==> config.mk <==
export PLATFORM = sky130hd
export DESIGN_NAME = dual_interrupt_controller_top
export DESIGN_NICKNAME = d
export VERILOG_FILES = /design/src/hw/rtl/dic_pkg.sv /design/src/hw/rtl/dual_interrupt_controller_top.sv /design/src/hw/rtl/dic_set.sv
export SDC_FILE = /design/constraint.sdc
export NUM_CORES = 1
export LEC_CHECK = 0
export BUFFER_PORTS_ARGS = -buffer_cell sky130_fd_sc_hd__clkbuf_2
export CAP_MARGIN = 30
export CORE_ASPECT_RATIO = 1.25
export CORE_MARGIN = 1
export CORE_UTILIZATION = 33
export DETAILED_ROUTE_END_ITERATION = 16
export MAX_ROUTING_LAYER = met4
export SLEW_MARGIN = 20
export SYNTH_ARGS = -nofsm -noshare
export SYNTH_HDL_FRONTEND = slang
export SYNTH_SLANG_ARGS = --single-unit
==> constraint.sdc <==
create_clock -name clk -period 4.24 [get_ports clk]
set_clock_uncertainty 0.15 [all_clocks]
set_input_delay 0.212 -clock clk [delete_from_list [all_inputs] [get_ports clk]]
set_output_delay 0.212 -clock clk [all_outputs]
set_load 0.005 [all_outputs]
==> src/hw/rtl/dic_pkg.sv <==
// Shared types and constants for the dual interrupt controller.
// Holds action codes, register map word offsets and configuration indexes.
// No dependencies.
`default_nettype none

package dic_pkg;

	// Bus action carried by each input transfer
	localparam logic [1:0] ACT_SAMPLE = 2'd0;
	localparam logic [1:0] ACT_READ   = 2'd1;
	localparam logic [1:0] ACT_WRITE  = 2'd2;

	// Register map, as word offsets (byte offset bits [5:2])
	localparam logic [3:0] OFS_IRQ_SOURCE   = 4'h0; // 0x00
	localparam logic [3:0] OFS_IRQ_MASK     = 4'h1; // 0x04
	localparam logic [3:0] OFS_IRQ_CLEAR    = 4'h2; // 0x08
	localparam logic [3:0] OFS_IRQ_MODE     = 4'h3; // 0x0C
	localparam logic [3:0] OFS_IRQ_POLARITY = 4'h4; // 0x10
	localparam logic [3:0] OFS_IRQ_STATUS   = 4'h5; // 0x14
	localparam logic [3:0] OFS_FIQ_SOURCE   = 4'h8; // 0x20
	localparam logic [3:0] OFS_FIQ_MASK     = 4'h9; // 0x24
	localparam logic [3:0] OFS_FIQ_CLEAR    = 4'hA; // 0x28
	localparam logic [3:0] OFS_FIQ_MODE     = 4'hB; // 0x2C
	localparam logic [3:0] OFS_FIQ_POLARITY = 4'hC; // 0x30
	localparam logic [3:0] OFS_FIQ_STATUS   = 4'hD; // 0x34

	// Configuration register indexes
	localparam logic [2:0] CFG_IRQ_EDGE_MODE  = 3'd0;
	localparam logic [2:0] CFG_IRQ_ACTIVE_LOW = 3'd1;
	localparam logic [2:0] CFG_FIQ_EDGE_MODE  = 3'd2;
	localparam logic [2:0] CFG_FIQ_ACTIVE_LOW = 3'd3;

	localparam int DATA_W = 32;
	localparam int CFG_INDEX_W = 3;
	localparam int LINE_INDEX_W = 5;

	// Per-set control for one processed transfer
	typedef struct packed {
		logic fire;     // commit this transfer's state update
		logic wr_mask;  // bus write to the mask register
		logic wr_clear; // bus write to the clear register
	} set_ctl_t;

endpackage

`default_nettype wire

==> src/hw/rtl/dual_interrupt_controller_top.sv <==
// Top level of the dual (IRQ and FIQ) interrupt controller.
// Depends on dic_pkg and dic_set.
//
// Usage:
//  - Input channel (in_valid / in_stall): each transfer samples all source
//    lines (line_levels) and may carry one bus read or write (action,
//    reg_offset, write_value).
//  - Output channel (out_valid / out_stall): one result per input transfer,
//    in order: read data, IRQ and FIQ request, lowest pending IRQ line.
//  - Configuration port (cfg_write, cfg_index, cfg_data): sets per-line
//    trigger mode and polarity of both sets; write only while idle.
//  - The item sits in the input register while the per-line logic and encoder
//    run; its result is then captured in the result register.
//  - Throughput is one transfer per cycle while the receiver does not stall;
//    the per-bit logic and the encoder lie between the two registers.
//  - When the receiver stalls, the result register holds and the input
//    register holds one more item; in_stall rises only when both are full.
//  - Reset clears masks, edge latches, the previous-level register and the
//    configuration; the first sample then sees a line already high as a
//    rising edge.
`default_nettype none

module dual_interrupt_controller_top #(
	parameter int LINE_COUNT = 32
) (
	input  wire logic                                clk,
	input  wire logic                                arst_n,
	// input channel
	input  wire logic                                in_valid,
	output logic                                     in_stall,
	input  wire logic [1:0]                          action,
	input  wire logic [5:0]                          reg_offset,
	input  wire logic [dic_pkg::DATA_W-1:0]          write_value,
	input  wire logic [dic_pkg::DATA_W-1:0]          line_levels,
	// output channel
	output logic                                     out_valid,
	input  wire logic                                out_stall,
	output logic      [dic_pkg::DATA_W-1:0]          read_value,
	output logic                                     irq_request,
	output logic                                     fiq_request,
	output logic      [dic_pkg::LINE_INDEX_W-1:0]    lowest_pending,
	// configuration port
	input  wire logic                                cfg_write,
	input  wire logic [dic_pkg::CFG_INDEX_W-1:0]     cfg_index,
	input  wire logic [dic_pkg::DATA_W-1:0]          cfg_data
);

	// Configuration registers, only the implemented lines are kept
	logic [LINE_COUNT-1:0] irq_edge_mode_q;
	logic [LINE_COUNT-1:0] irq_active_low_q;
	logic [LINE_COUNT-1:0] fiq_edge_mode_q;
	logic [LINE_COUNT-1:0] fiq_active_low_q;

	always_ff @(posedge clk or negedge arst_n) begin
		if (!arst_n) begin
			irq_edge_mode_q <= '0;
			irq_active_low_q <= '0;
			fiq_edge_mode_q <= '0;
			fiq_active_low_q <= '0;
		end else if (cfg_write) begin
			unique case (cfg_index)
				dic_pkg::CFG_IRQ_EDGE_MODE:  irq_edge_mode_q <= cfg_data[LINE_COUNT-1:0];
				dic_pkg::CFG_IRQ_ACTIVE_LOW: irq_active_low_q <= cfg_data[LINE_COUNT-1:0];
				dic_pkg::CFG_FIQ_EDGE_MODE:  fiq_edge_mode_q <= cfg_data[LINE_COUNT-1:0];
				dic_pkg::CFG_FIQ_ACTIVE_LOW: fiq_active_low_q <= cfg_data[LINE_COUNT-1:0];
				default: ; // indexes beyond the list are dropped
			endcase
		end
	end

	// Input register stage
	logic                       s1_valid_q;
	logic [1:0]                 action_s1;
	logic [3:0]                 word_s1;
	logic [LINE_COUNT-1:0]      wdata_s1;
	logic [LINE_COUNT-1:0]      levels_s1;
	logic                       fire;
	logic                       in_accept;
	logic                       out_valid_q;

	// Advance when the result register is empty or drains this cycle
	assign fire = s1_valid_q && (!out_valid_q || !out_stall);
	assign in_stall = s1_valid_q && !fire;
	assign in_accept = in_valid && !in_stall;

	always_ff @(posedge clk or negedge arst_n) begin
		if (!arst_n) begin
			s1_valid_q <= 1'b0;
		end else if (in_accept) begin
			s1_valid_q <= 1'b1;
		end else if (fire) begin
			s1_valid_q <= 1'b0;
		end
	end

	always_ff @(posedge clk) begin
		if (in_accept) begin
			action_s1 <= action;
			word_s1 <= reg_offset[5:2];
			wdata_s1 <= write_value[LINE_COUNT-1:0];
			levels_s1 <= line_levels[LINE_COUNT-1:0];
		end
	end

	// Previous sampled levels, advance once per processed transfer
	logic [LINE_COUNT-1:0] last_levels_q;

	always_ff @(posedge clk or negedge arst_n) begin
		if (!arst_n) begin
			last_levels_q <= '0;
		end else if (fire) begin
			last_levels_q <= levels_s1;
		end
	end

	// Bus write decode per set
	logic              is_write;
	dic_pkg::set_ctl_t irq_ctl;
	dic_pkg::set_ctl_t fiq_ctl;

	always_comb begin
		is_write = (action_s1 == dic_pkg::ACT_WRITE);
		irq_ctl.fire = fire;
		irq_ctl.wr_mask = is_write && (word_s1 == dic_pkg::OFS_IRQ_MASK);
		irq_ctl.wr_clear = is_write && (word_s1 == dic_pkg::OFS_IRQ_CLEAR);
		fiq_ctl.fire = fire;
		fiq_ctl.wr_mask = is_write && (word_s1 == dic_pkg::OFS_FIQ_MASK);
		fiq_ctl.wr_clear = is_write && (word_s1 == dic_pkg::OFS_FIQ_CLEAR);
	end

	logic [LINE_COUNT-1:0] irq_pend;
	logic [LINE_COUNT-1:0] irq_enable;
	logic [LINE_COUNT-1:0] irq_status;
	logic [LINE_COUNT-1:0] fiq_pend;
	logic [LINE_COUNT-1:0] fiq_enable;
	logic [LINE_COUNT-1:0] fiq_status;

	dic_set #(
		.LINE_COUNT(LINE_COUNT)
	) u_irq_set (
		.clk        (clk),
		.arst_n     (arst_n),
		.ctl        (irq_ctl),
		.levels     (levels_s1),
		.last_levels(last_levels_q),
		.edge_mode  (irq_edge_mode_q),
		.active_low (irq_active_low_q),
		.wdata      (wdata_s1),
		.pend_pre   (irq_pend),
		.enable_q   (irq_enable),
		.status_post(irq_status)
	);

	dic_set #(
		.LINE_COUNT(LINE_COUNT)
	) u_fiq_set (
		.clk        (clk),
		.arst_n     (arst_n),
		.ctl        (fiq_ctl),
		.levels     (levels_s1),
		.last_levels(last_levels_q),
		.edge_mode  (fiq_edge_mode_q),
		.active_low (fiq_active_low_q),
		.wdata      (wdata_s1),
		.pend_pre   (fiq_pend),
		.enable_q   (fiq_enable),
		.status_post(fiq_status)
	);

	// Read mux: values include this sample but precede this transfer's write
	logic [LINE_COUNT-1:0] rd_lines;
	logic [dic_pkg::DATA_W-1:0] rd_data;

	always_comb begin
		unique case (word_s1)
			dic_pkg::OFS_IRQ_SOURCE:   rd_lines = irq_pend;
			dic_pkg::OFS_IRQ_MASK:     rd_lines = irq_enable;
			dic_pkg::OFS_IRQ_MODE:     rd_lines = irq_edge_mode_q;
			dic_pkg::OFS_IRQ_POLARITY: rd_lines = irq_active_low_q;
			dic_pkg::OFS_IRQ_STATUS:   rd_lines = irq_pend & irq_enable;
			dic_pkg::OFS_FIQ_SOURCE:   rd_lines = fiq_pend;
			dic_pkg::OFS_FIQ_MASK:     rd_lines = fiq_enable;
			dic_pkg::OFS_FIQ_MODE:     rd_lines = fiq_edge_mode_q;
			dic_pkg::OFS_FIQ_POLARITY: rd_lines = fiq_active_low_q;
			dic_pkg::OFS_FIQ_STATUS:   rd_lines = fiq_pend & fiq_enable;
			default:                   rd_lines = '0; // clear and unmapped read 0
		endcase
		rd_data = (action_s1 == dic_pkg::ACT_READ) ? dic_pkg::DATA_W'(rd_lines) : '0;
	end

	// Lowest set IRQ status line: isolate the lowest one, then OR-encode it
	logic [LINE_COUNT-1:0]             irq_lowest_onehot;
	logic [dic_pkg::LINE_INDEX_W-1:0]  irq_lowest_idx;

	always_comb begin
		irq_lowest_onehot = irq_status & (~irq_status + 1'b1);
		irq_lowest_idx = '0;
		for (int b = 0; b < dic_pkg::LINE_INDEX_W; b++) begin
			for (int i = 0; i < LINE_COUNT; i++) begin
				if (((i >> b) & 1) != 0) begin
					irq_lowest_idx[b] = irq_lowest_idx[b] | irq_lowest_onehot[i];
				end
			end
		end
	end

	// Result register
	logic [dic_pkg::DATA_W-1:0]       read_value_q;
	logic                             irq_request_q;
	logic                             fiq_request_q;
	logic [dic_pkg::LINE_INDEX_W-1:0] lowest_pending_q;

	always_ff @(posedge clk or negedge arst_n) begin
		if (!arst_n) begin
			out_valid_q <= 1'b0;
		end else if (fire) begin
			out_valid_q <= 1'b1;
		end else if (!out_stall) begin
			out_valid_q <= 1'b0;
		end
	end

	always_ff @(posedge clk) begin
		if (fire) begin
			read_value_q <= rd_data;
			irq_request_q <= |irq_status;
			fiq_request_q <= |fiq_status;
			lowest_pending_q <= irq_lowest_idx;
		end
	end

	assign out_valid = out_valid_q;
	assign read_value = read_value_q;
	assign irq_request = irq_request_q;
	assign fiq_request = fiq_request_q;
	assign lowest_pending = lowest_pending_q;

`ifndef NO_ASSERTIONS
	// A nonzero lowest line only comes with an IRQ request
	a_lowest_needs_request: assert property (@(posedge clk) disable iff (!arst_n)
		out_valid_q && (lowest_pending_q != '0) |-> irq_request_q)
		else $error("lowest_pending set without irq_request");

	// Non-read transfers return zero read data
	a_nonread_zero: assert property (@(posedge clk) disable iff (!arst_n)
		fire && (action_s1 != dic_pkg::ACT_READ) |=> (read_value_q == '0))
		else $error("read data nonzero for a non-read transfer");

	// A held input item is not dropped
	a_s1_held: assert property (@(posedge clk) disable iff (!arst_n)
		s1_valid_q && !fire |=> s1_valid_q)
		else $error("input register item lost while stalled");

	// A processed transfer always shows up at the output
	a_fire_result: assert property (@(posedge clk) disable iff (!arst_n)
		fire |=> out_valid_q)
		else $error("processed transfer did not produce a result");
`endif

endmodule

`default_nettype wire

==> src/hw/rtl/dic_set.sv <==
// One interrupt register set: edge latches, enable mask, pending and status.
// Instantiated once for IRQ and once for FIQ; uses dic_pkg::set_ctl_t.
`default_nettype none

module dic_set #(
	parameter int LINE_COUNT = 32
) (
	input  wire logic                  clk,
	input  wire logic                  arst_n,
	input  wire dic_pkg::set_ctl_t     ctl,
	input  wire logic [LINE_COUNT-1:0] levels,
	input  wire logic [LINE_COUNT-1:0] last_levels,
	input  wire logic [LINE_COUNT-1:0] edge_mode,
	input  wire logic [LINE_COUNT-1:0] active_low,
	input  wire logic [LINE_COUNT-1:0] wdata,
	output logic      [LINE_COUNT-1:0] pend_pre,
	output logic      [LINE_COUNT-1:0] enable_q,
	output logic      [LINE_COUNT-1:0] status_post
);

	logic [LINE_COUNT-1:0] seen_q;
	logic [LINE_COUNT-1:0] edges;
	logic [LINE_COUNT-1:0] level_pend;
	logic [LINE_COUNT-1:0] seen_pre;
	logic [LINE_COUNT-1:0] seen_post;
	logic [LINE_COUNT-1:0] enable_post;

	always_comb begin
		edges = ((levels & ~last_levels) & ~active_low)
			| ((~levels & last_levels) & active_low);
		level_pend = (levels ^ active_low) & ~edge_mode;
		seen_pre = seen_q | edges;
		pend_pre = level_pend | (seen_pre & edge_mode);
		// clear beats an edge detected in the same transfer
		seen_post = ctl.wr_clear ? (seen_pre & ~wdata) : seen_pre;
		enable_post = ctl.wr_mask ? wdata : enable_q;
		status_post = (level_pend | (seen_post & edge_mode)) & enable_post;
	end

	always_ff @(posedge clk or negedge arst_n) begin
		if (!arst_n) begin
			seen_q <= '0;
			enable_q <= '0;
		end else if (ctl.fire) begin
			seen_q <= seen_post;
			enable_q <= enable_post;
		end
	end

endmodule

`default_nettype wire
== Yosys cells after proc, flatten, opt, wreduce, memory -nomap -nowiden ==
Cells that the tools add are included.

* Flip-flop bits (word level): 399
* Output and inout port bits: 41

* Add/sub/neg operators: 1
* Eq/ne operators: 17
* Mux-type cells: 9
* Bitwise gates (word level): 112
* Reduce and logical (&&, ||, !) cells: 21

{| class="wikitable"
|+ Operators by type and width
! operator !! count
|-
| $and A32 B32 Y32 || 19
|-
| $pmux W32 S10 || 1
|-
| $not A32 Y32 || 8
|-
| $or A32 B32 Y32 || 8
|-
| $mux W32 || 4
|-
| $or A1 B1 Y1 || 75
|-
| $reduce_or A32 Y1 || 2
|-
| $xor A32 B32 Y32 || 2
|-
| $add A32 B1 Y32 const B || 1
|-
| $eq A4 B4 Y1 const B || 6
|-
| $eq A4 B2 Y1 const B || 2
|-
| $eq A4 B3 Y1 const B || 2
|-
| $reduce_and A2 Y1 || 4
|-
| $logic_and A1 B1 Y1 || 7
|-
| $eq A3 B2 Y1 const B || 2
|-
| $eq A4 B1 Y1 const B || 1
|-
| $logic_not A1 Y1 || 4
|-
| $logic_not A4 Y1 || 1
|-
| $mux W1 || 4
|-
| $eq A3 B1 Y1 const B || 1
|-
| $logic_not A3 Y1 || 1
|-
| $eq A2 B1 Y1 const B || 1
|-
| $eq A2 B2 Y1 const B || 1
|-
| $ne A2 B1 Y1 const B || 1
|-
| 2 further kinds || 2
|}

== Depth between registers and ports, before layout ==
Gate-level depths: netlist of the first run.

* Depth after elaboration: 28
* Depth in mapped cells: 13

== Modules after synthesis ==
A second synthesis of the first run with hierarchy kept.

* Cells, all modules: 1925
* Area, all modules: 22146.2 um^2

{| class="wikitable"
|+ By module, submodules not included
! module !! times used !! cells an instance !! area an instance (um^2) !! sequential area each (um^2)
|-
| dual_interrupt_controller_top || 1 || 827 || 11913.9 || 7327.0
|-
| dic_set (u_fiq_set) || 1 || 538 || 5143.7 || 1601.5
|-
| dic_set (u_irq_set) || 1 || 560 || 5088.6 || 1601.5
|}

== Worst setup path after synthesis of the first run ==
No wires, ideal clock.

* Kind: reg-to-reg
* Start point: register word_s1[3]
* End point: register lowest_pending_q (netlist bit lowest_pending[4]), data pin
* Setup time: 0.272 ns
* Arrival time: 2.846 ns
* Setup slack: 0.972 ns
* Stages on the path, launching flop included: 12
* Buffers on the path: 3
* Period minus slack after synthesis: 3.268 ns
* Path through: edfxtp_1 > buf_6 > or4b_4 > nor2_4 > buf_4 > nor2_1 > a2111o_1 > and2_1 > and3_4 > buf_6 > o21a_1 > or4_1

* Word-level cells in the longest chain between the ends: 24

{| class="wikitable"
|+ Ends and longest elaborated chain
! element !! RTL line !! RTL
|-
| from (decl) || dual_interrupt_controller_top.sv:74 || <nowiki>logic [3:0] word_s1;</nowiki>
|-
| from (signal assigned) || dual_interrupt_controller_top.sv:99 || <nowiki>word_s1 <= reg_offset[5:2];</nowiki>
|-
| $eq A4 B2 Y1 || dual_interrupt_controller_top.sv:125 || <nowiki>irq_ctl.wr_clear = is_write && (word_s1 == dic_pkg::OFS_IRQ_CLEAR);</nowiki>
|-
| $logic_and A1 B1 Y1 || dual_interrupt_controller_top.sv:125 ||
|-
| $mux W32 || dic_set.sv:35 || <nowiki>seen_post = ctl.wr_clear ? (seen_pre & ~wdata) : seen_pre;</nowiki>
|-
| $and A32 B32 Y32 || dic_set.sv:37 || <nowiki>status_post = (level_pend | (seen_post & edge_mode)) & enable_post;</nowiki>
|-
| $or A32 B32 Y32 || dic_set.sv:37 ||
|-
| $and A32 B32 Y32 (*) || dic_set.sv:37 ||
|-
| $not A32 Y32 || dual_interrupt_controller_top.sv:196 || <nowiki>irq_lowest_onehot = irq_status & (~irq_status + 1'b1);</nowiki>
|-
| $add A32 B1 Y32 || dual_interrupt_controller_top.sv:196 ||
|-
| $and A32 B32 Y32 (*) || dual_interrupt_controller_top.sv:196 ||
|-
| $or A1 B1 Y1 (14 in a row) || dual_interrupt_controller_top.sv:201 || <nowiki>irq_lowest_idx[b] = irq_lowest_idx[b] | irq_lowest_onehot[i];</nowiki>
|-
| $or A1 B1 Y1 (*) || dual_interrupt_controller_top.sv:201 ||
|-
| named net irq_lowest_idx, one bit || dual_interrupt_controller_top.sv:193 || <nowiki>logic [dic_pkg::LINE_INDEX_W-1:0] irq_lowest_idx;</nowiki>
|-
| to (signal assigned) || dual_interrupt_controller_top.sv:228 || <nowiki>lowest_pending_q <= irq_lowest_idx;</nowiki>
|-
| to (decl) || dual_interrupt_controller_top.sv:211 || <nowiki>logic [dic_pkg::LINE_INDEX_W-1:0] lowest_pending_q;</nowiki>
|}

The timed path passes the listed nets; every way through them passes the cells marked *.
A chain may end at the register's enable or synchronous reset.

== Worst setup path after layout of the first run ==
* Start point: register word_s1[3]
* End point: register lowest_pending_q (netlist bit lowest_pending[1]), data pin

The elaborated chain is that of the path after synthesis.

==> results of run 1 <==
stage by stage:
step / util [%] / hold slack, ns / area (µm²)
after floorplan: - / -0.2336 / 21500
after global placement: 36.24 / 0.1454 / 23340
after detailed placement: 36.27 / 0.1574 / 23360
after CTS: 40.13 / 0.1505 / 25850
after global routing: 40.14 / 0.1668 / 25850
final: 40.14 / 0.07131 / 25850
synthesized netlist by cell type (4+ instances only):
cell type | instances | area [µm²]
nor2b_1 | 73 | 456.7
a222oi_1 | 42 | 420.4
or4_1 | 4 | 30.03
clkbuf_1 | 107 | 401.6
mux2_2 | 207 | 2331
and2_1 | 4 | 25.02
dfrtp_1 | 290 | 7257
o31ai_1 | 17 | 127.6
a21o_1 | 21 | 157.7
xor2_1 | 48 | 420.4
a221oi_1 | 31 | 271.5
inv_1 | 16 | 60.06
o22ai_1 | 30 | 187.7
o21a_1 | 6 | 45.04
nor3_1 | 39 | 195.2
a2111o_1 | 4 | 45.04
nor4_1 | 8 | 50.05
o21ai_1 | 7 | 35.03
buf_6 | 5 | 56.30
buf_1 | 11 | 41.29
a2111oi_2 | 4 | 60.06
a21oi_1 | 143 | 715.7
o21ai_0 | 158 | 790.8
o22a_1 | 8 | 70.07
nor2_1 | 149 | 559.3
buf_4 | 4 | 30.03
a221o_1 | 8 | 80.08
nand2_1 | 296 | 1111
and3_1 | 7 | 43.79
nand4_1 | 6 | 37.54
nand3_1 | 22 | 110.1
nand2b_1 | 61 | 381.6
a31oi_1 | 5 | 31.28
a211oi_1 | 59 | 442.9
a22oi_1 | 38 | 285.3
a41oi_1 | 10 | 87.58
nor3b_1 | 24 | 180.2
mux2i_1 | 6 | 60.06
edfxtp_1 | 109 | 3273
path summary, 6_finish.rpt:
check,end
min in group clk,levels_s1[1]
worst min register to register,u_irq_set.seen_q[22]
worst min-delay path,u_fiq_set.seen_q[4]
max in group asynchronous,u_irq_set.seen_q[24]
worst max register to register,lowest_pending[1]
worst max-delay path,lowest_pending[1]
layout make-up:
| class | instances | area, µm² | area share, % |
|---|---|---|---|
| inverters | 17 | 66.31 | 0.2565 |
| repair buffers | 317 | 2317 | 8.962 |
| well taps | 848 | 1061 | 4.104 |
| clock buffers | 67 | 1330 | 5.144 |
| flip-flops and latches | 399 | 10530 | 40.73 |
| diodes | 2 | 5.005 | 0.01936 |
| clock inverters | 13 | 96.34 | 0.3726 |
| multi-input cells | 1597 | 10450 | 40.41 |
logic make-up (layout without fill, tap and decap cells):
| kind of cell | Yosys count | in the layout |
|---|---|---|
| AOI/OAI and AO/OA | 611 | 611 |
| xor gates and xnor gates | 49 | 49 |
| buffers and inverters | 147 | 414 |
| DFF | 399 | 399 |
| muxes | 216 | 216 |
| other | 0 | 2 |
| and+or+nand+nor | 721 | 721 |
power breakdown:
part | switching [mW] | internal [mW]
logic | 1.38 | 1.25
registers | 0.882 | 4.66
clock network | 1.63 | 2.22
total | 3.89 | 8.13
worst register-to-register path, stage by stage, from the launching register on:
cell	delay (ns)
edfxtp_1	0.39
buf_4	0.19
or4b_4	0.63
nor2_4	0.26
buf_4	0.26
a21o_1	0.14
a2111oi_0	0.13
or3b_1	0.43
a2111oi_1	0.72
o21ai_0	0.25
nand4_1	0.13
metal layers:
metal  GRT usage, %  up-vias
met1          27.13     9209
met3          3.125      215
met4          13.08        0
li1               -     8404
met2          37.34      771
met5              -        -
sequential cells by signal (all words and copies together), names as in the netlist, 4 cells and up:
register            flops
fiq_active_low_q       32
fiq_edge_mode_q        32
irq_active_low_q       32
irq_edge_mode_q        32
last_levels_q          32
levels_s1              32
read_value             32
u_fiq_set.enable_q     32
u_fiq_set.seen_q       32
u_irq_set.enable_q     32
u_irq_set.seen_q       32
wdata_s1               32
lowest_pending          5
word_s1                 4
==> reports/qor.yml, run 1 <==
outcome:
  status: "finished, final reports clean"
critical_path:
  crit_required_ns: 4.53
  crit_buf_inv: 2
  critical_path.top_delay_family: "simple AND/OR/NAND/NOR gates"
  slowest_stage: "a2111oi_1"
  crit_path_max_incr_delay_ns: 0.72
  rrSetupSlack_ns: 0.43
  crit_cells: 10
  critPathCaptureType: "flip-flop"
  startpoint: "word_s1[3]"
  cp.arrival_ns: 4.10
  crit_chain: "buf_4, or4b_4, nor2_4, buf_4, a21o_1, a2111oi_0, or3b_1, a2111oi_1, o21ai_0, nand4_1"
  r2r-start: "word_s1[3]"
  critPathMostFrequentCell: "buf_4"
  cp_max_fo: 9
  cp-start-kind: "flip-flop"
  path_class: "reg -> reg"
  worstRegToRegCells: 10
finish:
  stdcell_count: 3260
  final_common_cell: "nand2_1"
  nNetsFinal: 2488
  syn_to_final_growth_pct: 20.26
  drive_gt1_share_pct: 21.66
  fillers: 6268
  final_cell_mix: "nand2_1 (293), dfrtp_1 (290), mux2_2 (207)"
floorplan:
  die_h_um: 287.4
  ioPinCount: 153
  die_w_um: 230.3
  core.rowCount: 104
  dieArea_um2: 66180
  core-area_um2: 64410
  start_util_pct: 33.38
timing:
  hold_viol: 0
  setup_ws_ns: 0.4340
  setup_viol: 0
  rsz0062_at_grt: "no"
  slew-limit-headroom_pct: 36.59
  finalCritPeriodShare_pct: 89.76
  max_freq_ghz: 0.2627
  min_period_ns: 3.806
  drv_slew: 0
  setup_tns_ns: 0
  worst_pin_slew_ns: 0.9512
clocking:
  clockBufferDepth: 3
  path_clk_slew_ns: 0.06
  clk_latency_ns: 0.57
  cts_buffers: 44
  cts_hold_buf: 106
  cts_tree: "built"
  cts_setup_buffers: 0
  post_cts_resized: 0
  cts.sinks: 399
  clockRootBuffer: "clkbuf_16"
  cts_max_level: 2
global_route:
  grt_pass1_vias: 18518
  grt_max_degree: 100
  grt_pass1_wl_um: 112800
  antenna_found_initial: 2
  grt_overflow: 0
  track_usage_pct: 22.90
synthesis:
  synth.mux.area_fraction_pct: 11.28
  synth_fp_nets: 2255
  synth_xor_xnor_area_share_pct: 1.996
  synth_compound_area_share_pct: 18.84
  ys.warnings.count: 0
  seq_area_frac_synth_pct: 48.98
  syn_area_um2: 21500
  async_flop_share_pct: 72.68
  synth_top_family_by_area: "compound AO/OA/AOI/OAI gates"
  netlist_instances: 2143
  synthSimpleGateAreaFrac_pct: 16.07
  synth_edf_count: 109
  synth_fa_ha_area_share_pct: 0
  ys_seq_elements: 399
  synth_area_per_cell_um2: 10.03
  yosysUniqueCellTypes: 74
  synthFlopType: "dfrtp_1"
drt:
  met1_length_um: 29410
  wl_met3_um: 4429
  via_per_inst: 5.705
  drtAntennaViolNets: 0
  wl_met2_um: 35540
  vias: 18599
  drtIter0Drc: 1695
  drtPass1Iterations: 6
  routed_wl_um: 73680
  drt-wirelength-per-cell_um: 22.60
  drcViolationCount: 0
  topRoutingLayerUsed: "met4"
power_and_ir_drop:
  power_mw: 12.02
  ir_worst_vdd_mv: 0.2720
  p_leak_nw: 10.57
  powerDensity_nw_per_um2: 464.8
placed_design:
  dpl.hpwl_um: 48780
  port_buffers: 150
  dp_cells: 3072
  gp_congestion: 0.9332
  place_ws_ns: 0.5237
worst_hold_path:
  hp-class: "in -> async"
run:
  max-cap-violations: 0
Note: power is estimated with default switching activity, not from simulation.
==> run 2, diff against run 1 <==
--- a/config.mk
+++ b/config.mk
@@ -12,6 +12,7 @@
 export CORE_UTILIZATION = 33
 export DETAILED_ROUTE_END_ITERATION = 16
 export MAX_ROUTING_LAYER = met4
+export RECOVER_POWER = 25
 export SLEW_MARGIN = 20
 export SYNTH_ARGS = -nofsm -noshare
 export SYNTH_HDL_FRONTEND = slang
==> run 2 against run 1 <==
The run now ends with capacitance limit, slew limit left. Critical path depth stayed put. Register-to-register slack better by 0.02 ns. Maximum frequency is 0.61% higher. Total power is 0.10% lower. Sequential power hardly changed. Via count is 0.14% higher. Sequential share of layout area is 0.077 points higher. Wire length hardly changed. Cell count stayed put. Critical endpoint unchanged. Largest cell class unchanged.
==> reports/qor.yml, run 2 (synthesis results as in run 1) <==
outcome:
  status: "finished with violations"
  violations: "capacitance limit, slew limit"
floorplan:
  core-area_um2: 64410  # unchanged
  ioPinCount: 153  # unchanged
  start_util_pct: 33.38  # unchanged
  dieArea_um2: 66180  # unchanged
  core.rowCount: 104  # unchanged
  die_h_um: 287.4  # unchanged
  die_w_um: 230.3  # unchanged
global_route:
  grt_pass1_wl_um: 112800  # unchanged
  grt_overflow: 0  # unchanged
  antenna_found_initial: 2  # unchanged
  grt_pass1_vias: 18518  # unchanged
  grt_max_degree: 100  # unchanged
  track_usage_pct: 22.90  # unchanged
critical_path:
  crit_required_ns: 4.53  # about the same
  r2r-end: "lowest_pending[1]"
  path_class: "reg -> reg"
  crit_chain: "buf_4, or4b_4, nor2_4, buf_4, a21o_1, a2111oi_0, or3b_1, a2111oi_1, o21ai_0, nand4_1"
  crit_path_max_incr_delay_ns: 0.71  # about the same
  critPathCaptureType: "flip-flop"
  slowest_stage: "a2111oi_1"
  cp.arrival_ns: 4.08  # -0.02 ns
  cp-start-kind: "flip-flop"
  rrSetupSlack_ns: 0.46  # +0.02 ns
  r2r-start: "word_s1[3]"
  worstRegToRegCells: 10  # unchanged
  cp_max_fo: 9  # unchanged
  critPathMostFrequentCell: "buf_4"
placed_design:
  dpl-instance-area_um2: 23360  # unchanged
  gp_congestion: 0.9332  # unchanged
  port_buffers: 150  # unchanged
  dpl.hpwl_um: 48780  # unchanged
finish:
  fin_area_um2: 25810  # -0.19%
  nNetsFinal: 2488  # unchanged
  drive_gt1_share_pct: 20.83  # -0.83 points
  final_cell_mix: "nand2_1 (294), dfrtp_1 (290), mux2_2 (207)"
  syn_to_final_growth_pct: 20.03
  final_common_cell: "nand2_1"
timing:
  setup_viol: 0  # unchanged
  slew-limit-headroom_pct: -118.7  # -160 points
  rsz0062_at_grt: "no"
  min_period_ns: 3.783  # -0.02300 ns
  fin_hold_ws_ns: 0.2022  # +0.1309 ns
  max_freq_ghz: 0.2643  # +0.61%
  worst_pin_slew_ns: 3.281  # +2.330 ns
  finalCritPeriodShare_pct: 89.22  # -0.54 points
  setup_tns_ns: 0  # unchanged
  hold_viol: 0  # unchanged
  drv_slew: 166  # +166
power_and_ir_drop:
  p_leak_nw: 10.51  # -0.61%
  ir_worst_vdd_mv: 0.2727  # +0.27%
  powerDensity_nw_per_um2: 465.2  # about the same
  power_mw: 12.01  # -0.10%
drt:
  drt-wirelength-per-cell_um: 22.61  # about the same
  drtIter0Drc: 1651  # -2.6%
  topRoutingLayerUsed: "met4"
  wl_met3_um: 4247  # -4.1%
  met1_length_um: 29520  # +0.37%
  via_per_inst: 5.713  # +0.14%
  drtPass1Iterations: 7  # +1
  wl_met2_um: 35510  # about the same
  routed_wl_um: 73700  # about the same
  drtAntennaViolNets: 0  # unchanged
  vias: 18625  # +0.14%
  drcViolationCount: 0  # unchanged
worst_hold_path:
  whs_path_depth: 2
  hp-class: "in -> reg"
  hold_path.startpoint: "line_levels[1]"
  whs_endpoint: "levels_s1[1]"
clocking:
  clockBufferDepth: 3  # unchanged
  cts_tree: "built"
  cts_setup_buffers: 0  # unchanged
  clk_latency_ns: 0.57  # about the same
  cts_max_level: 2  # unchanged
  path_clk_slew_ns: 0.06  # about the same
  cts.sinks: 399  # unchanged
  clockRootBuffer: "clkbuf_16"
  cts_buffers: 44  # unchanged
run:
  max-cap-violations: 3  # +3
[run 2: layer usage]
| metal | vias to the layer above | track usage [%] |
|---|---|---|
| li1 | 8405 | - |
| met1 | 9262 | 27.13 |
| met2 | 739 | 37.34 |
| met3 | 219 | 3.125 |
| met4 | 0 | 13.08 |
| met5 | - | - |
[run 2: cell type report]
cell class	instances	area, µm²
multi-input cells	1597	10440
clock inverters	13	96.34
well taps	848	1061
flip-flops and latches	399	10530
diodes	2	5.005
fillers	6281	38610
inverters	17	66.31
repair buffers	317	2276
clock buffers	67	1330
[run 2: how the worst max path moves through the flow]
stage,endpoint,cells after the start,startpoint
final,lowest_pending[1],10,word_s1[3]
after global routing,lowest_pending[1],10,word_s1[3]
after CTS,lowest_pending[4],12,word_s1[0]
after detailed placement,lowest_pending[4],12,word_s1[0]
after global placement,lowest_pending[4],12,word_s1[0]
after floorplan,lowest_pending[4],11,word_s1[3]
[run 2: power by group]
| part | switching (mW) | internal (mW) | total (mW) | leakage, nW |
|---|---|---|---|---|
| Clock | 1.62 | 2.22 | 3.84 | 0.710 |
| Sequential | 0.878 | 4.66 | 5.54 | 4.62 |
| Combinational | 1.38 | 1.25 | 2.62 | 5.18 |
| Total | 3.88 | 8.13 | 12.0 | 10.5 |
[run 2: worst max-delay path, delay by kind of cell (launching register included)]
family                 cells  cell delay, ns
and+or+nand+nor            4            1.44
DFF                        1            0.39
AOI/OAI and AO/OA          4            1.23
buffers and inverters      2            0.44
[run 2: through the flow]
| stage | utilization, % | setup slack, ns | instances |
|---|---|---|---|
| 2_1_floorplan | - | 0.9717 | 2143 |
| 3_3_place_gp | 36.24 | 0.5617 | 3071 |
| 3_5_place_dp | 36.27 | 0.5237 | 3072 |
| 4_1_cts | 40.13 | 0.5088 | 3258 |
| 5_1_grt | 40.06 | 0.2953 | 3260 |
| 6_report | 40.06 | 0.4570 | 3260 |
[run 2: what timing repair did]
| action | in CTS | in global routing |
|---|---|---|
| gates resized for setup | 0 | 0 |
| hold buffers | 106 | 0 |
| endpoints found under the hold margin | 294 | 0 |
==> run 3, diff against run 2 <==
--- a/config.mk
+++ b/config.mk
@@ -11,8 +11,10 @@
 export CORE_MARGIN = 1
 export CORE_UTILIZATION = 33
 export DETAILED_ROUTE_END_ITERATION = 16
+export GPL_ROUTABILITY_DRIVEN = 0
 export MAX_ROUTING_LAYER = met4
 export RECOVER_POWER = 25
+export REMOVE_ABC_BUFFERS = 1
 export SLEW_MARGIN = 20
 export SYNTH_ARGS = -nofsm -noshare
 export SYNTH_HDL_FRONTEND = slang
==> constraint.sdc (replaced) <==
create_clock -name clk -period 4.1 [get_ports clk]
set_clock_uncertainty 0.15 [all_clocks]
set_input_delay 0.205 -clock clk [delete_from_list [all_inputs] [get_ports clk]]
set_output_delay 0.205 -clock clk [all_outputs]
set_load 0.005 [all_outputs]
==> run 3 against run 2 <==
Clock power up 7.6%. First-iteration DRC count down 0.85%. Largest cell class unchanged. Combinational power up 3%. Critical endpoint is now lowest_pending[4]. Count of clock-buffer cells in the layout down 7. Die area unchanged. Register-to-register slack worse by 0.30 ns. Core utilization up 0.19 points. Total power up 4.6%. The run still ends with capacitance limit, slew limit left. Maximum frequency down 3.9%.
==> reports/qor.yml, run 3 (synthesis results as in run 1) <==
floorplan:
  core.rowCount: 104  # unchanged
  die_h_um: 287.4  # unchanged
  dieArea_um2: 66180  # unchanged
  core-area_um2: 64410  # unchanged
  die_w_um: 230.3  # unchanged
  ioPinCount: 153  # unchanged
  start_util_pct: 33.38  # unchanged
timing:
  max_freq_ghz: 0.2539  # -3.9%
  drv_slew: 182  # +9.6%
  rsz0062_at_grt: "no"
  setup_ws_ns: 0.1615  # -0.2956 ns
  setup_tns_ns: 0  # unchanged
  slew-limit-headroom_pct: -119.0  # -0.24 points
  setup_viol: 0  # unchanged
  worst_pin_slew_ns: 3.284  # +0.003556 ns
  hold_viol: 0  # unchanged
  min_period_ns: 3.939  # +0.1556 ns
  finalCritPeriodShare_pct: 96.06  # +6.8 points
global_route:
  antenna_found_initial: 2  # unchanged
  grt_overflow: 0  # unchanged
  grt_max_degree: 88  # -12%
  grt_pass1_wl_um: 109800  # -2.6%
  grt_pass1_vias: 18341  # -0.96%
  track_usage_pct: 22.14  # -0.76 points
clocking:
  cts_buffers: 44  # unchanged
  cts.sinks: 399  # unchanged
  cts_tree: "built"
  path_clk_slew_ns: 0.06  # about the same
  post_cts_resized: 0  # unchanged
  clockBufferDepth: 3  # unchanged
  cts_max_level: 2  # unchanged
  clk_latency_ns: 0.57  # about the same
  clockRootBuffer: "clkbuf_16"
finish:
  syn_to_final_growth_pct: 20.59
  final-seq-area_um2: 10530  # unchanged
  final_cell_mix: "nand2_1 (293), dfrtp_1 (290), mux2_2 (207)"
  multi_input_area_um2: 10440  # about the same
  fillers: 6245  # -0.57%
  stdcell_count: 3256  # -0.12%
  nNetsFinal: 2484  # -0.16%
  final_common_cell: "nand2_1"
  drive_gt1_share_pct: 20.41  # -0.42 points
power_and_ir_drop:
  ir_worst_vdd_mv: 0.2722  # -0.19%
  powerDensity_nw_per_um2: 484.2  # +4.1%
  p_leak_nw: 10.54  # +0.30%
drt:
  drtIter0Drc: 1637  # -0.85%
  drtPass1Iterations: 8  # +1
  vias: 18440  # -0.99%
  routed_wl_um: 71300  # -3.3%
  drcViolationCount: 0  # unchanged
  via_per_inst: 5.663  # -0.87%
  drt-wirelength-per-cell_um: 21.90  # -3.1%
  drtAntennaViolNets: 0  # unchanged
critical_path:
  cp_max_fo: 11  # +2
  cp-start-kind: "flip-flop"
  cp.arrival_ns: 4.09  # about the same
  critPathCaptureType: "flip-flop"
  path_class: "reg -> reg"
  crit_chain: "or4b_4, nor2_4, buf_4, nor2_1, a2111oi_0, or3b_1, or3b_4, o21ai_1, and4_1, or4_1"
  crit_path_max_incr_delay_ns: 0.76  # +0.05 ns
  rrSetupSlack_ns: 0.16  # -0.30 ns
  slowest_stage: "a2111oi_0"
  crit_required_ns: 4.25  # -0.28 ns
placed_design:
  dp_cells: 3068  # -0.13%
  place_ws_ns: 0.2224  # -0.3014 ns
  dpl.hpwl_um: 46530  # -4.6%
  port_buffers: 150  # unchanged
outcome:
  status: "finished with violations"
  violations: "capacitance limit, slew limit"
run:
  max-cap-violations: 4  # +1
worst_hold_path:
  hp-class: "in -> reg"
==> run 3: changes by cell type in the layout (fill, tap and decap cells not counted), sizes merged <==
cell,delta
inv,-1
clkbuf,-7
bufinv,+3
buf,-4
clkinv,+5
==> run 3: what timing repair did <==
| item | CTS | global route |
|---|---|---|
| endpoints found under the setup margin | 0 | 0 |
| hold buffers | 106 | 0 |
| hold endpoints to repair | 280 | 0 |
| buffers inserted | 0 | 0 |
==> run 3: final timing paths <==
check | cells past startpoint | start | to
setup reg to reg | 10 | word_s1[3] | lowest_pending[4]
hold / removal | 2 | write_value[16] | wdata_s1[16]
min in group asynchronous | 2 | arst_n | out_valid
max in group asynchronous | 3 | arst_n | u_fiq_set.seen_q[1]
setup / recovery | 10 | word_s1[3] | lowest_pending[4]
hold reg to reg | 2 | u_irq_set.seen_q[1] | u_irq_set.seen_q[1]
==> run 3: cell type report <==
cell class,count,share of cell area [%]
sequential,399,40.62
multi-input combinational,1597,40.28
timing repair buffer,313,8.986
clock buffer,60,5.000
tap,848,4.092
clock inverter,20,0.7529
inverter,17,0.2558
antenna,2,0.01930
==> run 3: where the power goes <==
part,internal [mW],switching (mW),total [mW]
registers,4.82,0.903,5.72
logic,1.30,1.40,2.70
clock network,2.46,1.67,4.13
total,8.58,3.97,12.6
==> run 3: critical path: cells and delay by family, from the launching register on <==
| family | cells | cell delay, ns |
|---|---|---|
| AOI/OAI and AO/OA | 2 | 0.83 |
| buffers and inverters | 1 | 0.20 |
| DFF | 1 | 0.38 |
| and+or+nand+nor | 7 | 2.10 |
==> run 3: routing by layer <==
layer | track usage [%] | up-vias | part of all wire [%]
li1 | - | 8403 | -
met5 | - | - | 0
met1 | 26.62 | 9093 | 40
met3 | 3.085 | 191 | 6.2
met4 | 10.45 | 0 | 4.7
met2 | 36.60 | 753 | 49
==> run 3: through the flow <==
stage	total power, mW	hold slack [ns]	area [µm²]	utilization [%]
floorplan	7.360	-0.2406	20960	-
global placement	8.249	0.08739	23380	36.30
detailed placement	8.374	0.1026	23420	36.36
CTS	12.63	0.08181	25970	40.33
global route	13.22	0.1850	25930	40.25
finish	12.55	0.1999	25930	40.25
